==> src/rtl/mths_pkg.sv <==
// Package for the multilevel tagged hash set: sizes, mix32 hash constants,
// register indexes and the controller state type. No dependencies.
package mths_pkg;

  localparam int LEVELS      = 6;
  localparam int BASE_SLOTS  = 256;
  localparam int MAX_HASHES  = 4;
  localparam int TOTAL_SLOTS = BASE_SLOTS * ((1 << LEVELS) - 1);
  localparam int ADDR_W      = $clog2(TOTAL_SLOTS);
  localparam int LV_W        = $clog2(LEVELS + 1);
  localparam int HI_W        = 2;
  localparam int LINE_W      = 4;
  localparam int LINE_LOG_MAX = 4;
  localparam int TAG_W       = 16;
  localparam int KEY_W       = 32;
  localparam int ENTRY_W     = 1 + TAG_W + KEY_W;
  localparam int CFG_IDX_W   = 3;
  localparam int CFG_DATA_W  = 32;

  // mix32 hash constants
  localparam logic [31:0] MM_C1 = 32'hcc9e2d51;
  localparam logic [31:0] MM_C2 = 32'h1b873593;
  localparam logic [31:0] MM_C3 = 32'h85ebca6b;
  localparam logic [31:0] MM_C4 = 32'hc2b2ae35;
  localparam logic [31:0] MM_N  = 32'he6546b64;
  localparam logic [31:0] MM_M5 = 32'd5;
  localparam logic [31:0] MM_LEN = 32'd4;

  // configuration register indexes
  localparam logic [CFG_IDX_W-1:0] REG_HASH_COUNT = 3'd0;
  localparam logic [CFG_IDX_W-1:0] REG_LINE_LOG   = 3'd1;
  localparam logic [CFG_IDX_W-1:0] REG_SEED0      = 3'd2;
  localparam logic [CFG_IDX_W-1:0] REG_SEED1      = 3'd3;
  localparam logic [CFG_IDX_W-1:0] REG_SEED2      = 3'd4;
  localparam logic [CFG_IDX_W-1:0] REG_SEED3      = 3'd5;

  typedef enum logic [5:0] {
    ST_CLEAR = 6'b000001,
    ST_IDLE  = 6'b000010,
    ST_HASH  = 6'b000100,
    ST_PROBE = 6'b001000,
    ST_CMP   = 6'b010000,
    ST_OUT   = 6'b100000
  } ctl_state_t;

  typedef enum logic [6:0] {
    HS_IDLE = 7'b0000001,
    HS_S0   = 7'b0000010,
    HS_S1   = 7'b0000100,
    HS_S2   = 7'b0001000,
    HS_S3   = 7'b0010000,
    HS_S4   = 7'b0100000,
    HS_S5   = 7'b1000000
  } hash_state_t;

endpackage

==> src/rtl/mths_hash.sv <==
// Mix32 hash of one 32-bit word, six steps over one shared multiplier.
// Depends on mths_pkg.
module mths_hash (
  input  logic        clk,
  input  logic        rst_n,
  input  logic        start,
  input  logic [31:0] key,
  input  logic [31:0] seed,
  output logic        done,
  output logic [31:0] hash
);
  import mths_pkg::*;

  hash_state_t state_r, state_nxt;
  logic [31:0] x_r, x_nxt;
  logic [31:0] mul_a, mul_b, t0, t1;
  logic [31:0] prod;

  // select multiplier operands and the next accumulator value
  always_comb begin
    mul_a     = x_r;
    mul_b     = MM_C1;
    t0        = 32'd0;
    t1        = 32'd0;
    x_nxt     = x_r;
    state_nxt = state_r;
    prod      = mul_a * mul_b;
    case (state_r)
      HS_IDLE: begin
        if (start) state_nxt = HS_S0;
      end
      HS_S0: begin
        mul_a = key;
        mul_b = MM_C1;
        prod  = mul_a * mul_b;
        x_nxt = prod;
        state_nxt = HS_S1;
      end
      HS_S1: begin
        mul_a = {x_r[16:0], x_r[31:17]};
        mul_b = MM_C2;
        prod  = mul_a * mul_b;
        x_nxt = prod;
        state_nxt = HS_S2;
      end
      HS_S2: begin
        t0    = seed ^ x_r;
        mul_a = {t0[18:0], t0[31:19]};
        mul_b = MM_M5;
        prod  = mul_a * mul_b;
        x_nxt = prod + MM_N;
        state_nxt = HS_S3;
      end
      HS_S3: begin
        t0    = x_r ^ MM_LEN;
        t1    = t0 ^ (t0 >> 16);
        mul_a = t1;
        mul_b = MM_C3;
        prod  = mul_a * mul_b;
        x_nxt = prod;
        state_nxt = HS_S4;
      end
      HS_S4: begin
        mul_a = x_r ^ (x_r >> 13);
        mul_b = MM_C4;
        prod  = mul_a * mul_b;
        x_nxt = prod;
        state_nxt = HS_S5;
      end
      HS_S5: begin
        state_nxt = start ? HS_S0 : HS_IDLE;
      end
      default: state_nxt = HS_IDLE;
    endcase
  end

  assign done = (state_r == HS_S5);
  assign hash = x_r ^ (x_r >> 16);

  // advance the step sequencer
  always_ff @(posedge clk) begin
    if (!rst_n) begin
      state_r <= HS_IDLE;
    end else begin
      state_r <= state_nxt;
    end
    x_r <= x_nxt;
  end

endmodule

==> config.mk <==
export PLATFORM = sky130hd
export DESIGN_NAME = mths_hash
export DESIGN_NICKNAME = d
export VERILOG_FILES = /design/src/rtl/mths_pkg.sv /design/src/rtl/mths_hash.sv
export SDC_FILE = /design/constraint.sdc
export NUM_CORES = 2
export LEC_CHECK = 0
export ABC_AREA = 0
export BUFFER_PORTS_ARGS = -buffer_cell sky130_fd_sc_hd__buf_2
export CAP_MARGIN = 20
export CORE_ASPECT_RATIO = 1.1
export CORE_UTILIZATION = 39
export CTS_CLUSTER_SIZE = 24
export DETAILED_ROUTE_END_ITERATION = 7
export HOLD_SLACK_MARGIN = 0.1
export SLEW_MARGIN = 30
export SYNTH_ARGS = -nofsm -noshare
export SYNTH_HDL_FRONTEND = slang
export SYNTH_SLANG_ARGS = --single-unit
==> constraint.sdc <==
create_clock -name clk -period 8.56 [get_ports clk]
set_input_delay 1.712 -clock clk [delete_from_list [all_inputs] [get_ports clk]]
set_output_delay 1.712 -clock clk [all_outputs]
set_load 0.05 [all_outputs]
==> flow_summary.ini <==
[cts]
post_cts_resized = 0
worst_setup_hold_path_clk_slew_ns = 0.06
numCtsBuffers = 5
cts_tree = yes
postCtsSetupBuffers = 0
cts_hold_buf = 0
clock_path_buffers = 2
cts.htree.levels = 2
clk_latency_ns = 0.29
clock_sinks = 39
clock_tree.root_cell = clkbuf_16

[floorplanning]
core-area_sq_um = 95700
die_h_um = 328
ios = 100
start_util_pct = 39.4
design.die.area_sq_um = 97900
die_extent_in_x_um = 298
num_rows = 119

[setup_path]
cp_common_cell = fa_1
worst-path-stages = 21
max_stage_delay_ns = 0.64
ordered_cell_list_for_the_critical_path = xnor2_1 -> inv_1 -> fa_1 -> fa_1 -> fa_1 -> inv_1 -> fa_1 -> fa_1 -> inv_1 -> fa_1 -> fa_1 -> fa_1 -> ha_1 -> a21boi_0 -> o21a_1 -> o21ai_0 -> o211ai_1 -> o41a_1 -> a31oi_1 -> mux2i_1 -> nand4_1
rr_startpoint = x_r[8]
critPathLaunchType = flip-flop
critPathSlowestCell = edfxtp_1
endpoint_arrival_time_on_the_critical_path_ns = 8.14
setup.reg_to_reg.worst_slack_ns = 0.44
critPathCaptureType = flip-flop
setup.worst_path.class = flip-flop to flip-flop
worstSetupEndpoint = x_r[30]
cpLargestDelayFamily = adder cells
start_point_of_the_critical_path = x_r[8]
r2r.worst_path.cells = 21
worst-path-max-fanout = 8
worstReg2RegEnd = x_r[30]
worstPathRequired_ns = 8.58
critical_path_buf_inv_count = 3

[timing]
drv_slew = 0
total_negative_slack_ns = 0
worst-slew-pin-transition_ns = 1.06
final_hold_viol_count = 0
worst_slew_margin_rel_pct = 28.9
period_share_pct = 94.9
finalSetupViolCount = 0
grt_setup_unrepaired = false
max_freq_mhz = 123
finalWorstPathRequiredPeriod_ns = 8.12
skew_ns = 0.00901

[logic_synthesis]
mappedNetlistNets = 5477
yosys.area.top_type_share_pct = 39.1
netlist_top_cells_count = inv_1, ha_1, fa_1, xnor2_1, xor2_1
synth.most_common_cell = inv_1
yosysUniqueCellTypes = 79
synthesis.area_sq_um = 37700
avgSynthCellArea_sq_um = 9.65
post_synth_main_area_contributors = fa_1, ha_1, inv_1, xnor2_1, xor2_1
postSynthRegisterBits = 39
synth-edff-count = 32
asyncSetResetFlopFracSynth_pct = 0
synth.yosys.warnings = 0
commonest_register_cell_after_synthesis = edfxtp_1
yosys.area.top_type = fa_1
synth_sequential_area_ratio_pct = 2.92
postSynthCellCount = 3908

[placement]
gpl.final_weighted_congestion = 1.00
numPortBuffers = 99
dp_hpwl_mm = 114

[grt]
gr-usage-all-layers_pct = 26.1
grt-ovfl-total = 0
via_count_of_the_first_global_routing_pass = 29000
first_pass_grt_wire_length_mm = 188
grt_max_degree = 33
grt_antenna_before_repair = 5

[detailed_routing]
route.detailed.wl_per_inst_um = 23.6
via_per_inst = 5.10
detailedRoute.firstPassIterationCount = 5
routed_wl_mm = 125
initialDrtViolationCount = 1871
detail-route-antenna-nets = 0
total_number_of_vias = 27100
drc = 0

[cells_and_area]
layout-drive-gt1-share_pct = 5.59
multi_input_area_sq_um = 31800
num-fill-cells = 9528
sequential_cell_area_sq_um = 1100
areaGrowthSynthToFinish_pct = 7.09
num-nets-final = 5609

[outcome]
result_of_the_run = finished, final reports clean

[job]
max_cap_check_violation_count = 0

[hold_path]
worst_hold_path_type = flip-flop to flip-flop
## tightest hold or removal path: cells and delay by family (launching register included)
family | cells | cell delay (ns)
AND/OR/NAND/NOR | 2 | 0.17
flip-flops | 1 | 0.34
## how the worst min path moves through the flow
| stage | startpoint | end | slack, ns | cells past startpoint |
|---|---|---|---|---|
| 3_3_place_gp | state_r[1] | state_r[2] | 0.53 | 2 |
| 3_5_place_dp | state_r[1] | state_r[2] | 0.54 | 2 |
| 5_1_grt | state_r[1] | state_r[2] | 0.58 | 2 |
| 2_1_floorplan | state_r[1] | state_r[2] | 0.50 | 2 |
| 4_1_cts | state_r[1] | state_r[2] | 0.55 | 2 |
| 6_report | state_r[1] | state_r[2] | 0.55 | 2 |
## cells by family (layout without fill, tap and decap cells)
logic type,after synthesis,count (layout),share of synthesized area [%]
other,0,3,0
adders and majority gates,1502,1502,64.5
and+or+nand+nor,324,324,4.33
muxes,5,5,0.133
buffers and inverters,1269,1402,12.8
xor gates and xnor gates,304,304,7.06
DFF,39,39,2.92
AOI/OAI and AO/OA,465,465,8.25
## layout by cell type (no fill, tap or decap), drive strengths merged, types with 7 or more instances in the layout
master | synthesis | routed
nand4 | 13 | 13
xor2 | 125 | 125
nand2b | 18 | 18
nor3 | 21 | 21
o21bai | 13 | 13
a31oi | 27 | 27
o21ai | 80 | 80
nor3b | 7 | 7
o22ai | 16 | 16
nand2 | 68 | 68
ha | 766 | 766
o31ai | 8 | 8
dfxtp | 7 | 7
a21o | 53 | 53
fa | 736 | 736
a21oi | 105 | 105
xnor2 | 179 | 179
buf | 18 | 191
nand3 | 21 | 21
inv | 1203 | 1204
edfxtp | 32 | 32
or3 | 19 | 19
and2 | 9 | 9
nor2b | 14 | 14
o21a | 38 | 38
o211ai | 16 | 16
a22oi | 14 | 14
a211oi | 19 | 19
a221oi | 14 | 14
and3 | 14 | 14
nor2 | 91 | 91
## metal layers
layer  vias to the layer above  GRT usage (%)  wire, um
li1                      12400              -         -
met1                     13600           33.5     51000
met2                       874           44.8     61100
met3                       180           3.39      7340
met4                         4           9.82      5900
met5                         -              0        30
## registers in the layout, indices dropped and copies added (netlist names)
| name | cells |
|---|---|
| state_r | 7 |
| x_r | 32 |
## final cells by class
cell class,instances,share of cell area [%]
Antenna cell,3,0.0186
Clock buffer,5,0.310
Clock inverter,3,0.105
Inverter,1203,11.2
Multi-Input combinational cell,2600,78.8
Sequential cell,39,2.73
Tap cell,1270,3.94
Timing Repair Buffer,191,2.94
## through the flow
stage          util (%)  setup WS [ns]  cells  hold WS [ns]  area, sq um
6_report           42.2          0.441   5314         0.552        40400
5_1_grt            42.2          0.183   5311         0.578        40400
4_1_cts            42.2          0.482   5311         0.549        40400
3_5_place_dp       42.0          0.256   5303         0.535        40200
3_3_place_gp       42.0          0.330   5303         0.533        40200
2_1_floorplan         -          0.743   3908         0.503        37700
Power is left out: the tool's default activity adds up to more than one toggle a clock period on the data nets, which glitch-free logic cannot reach.
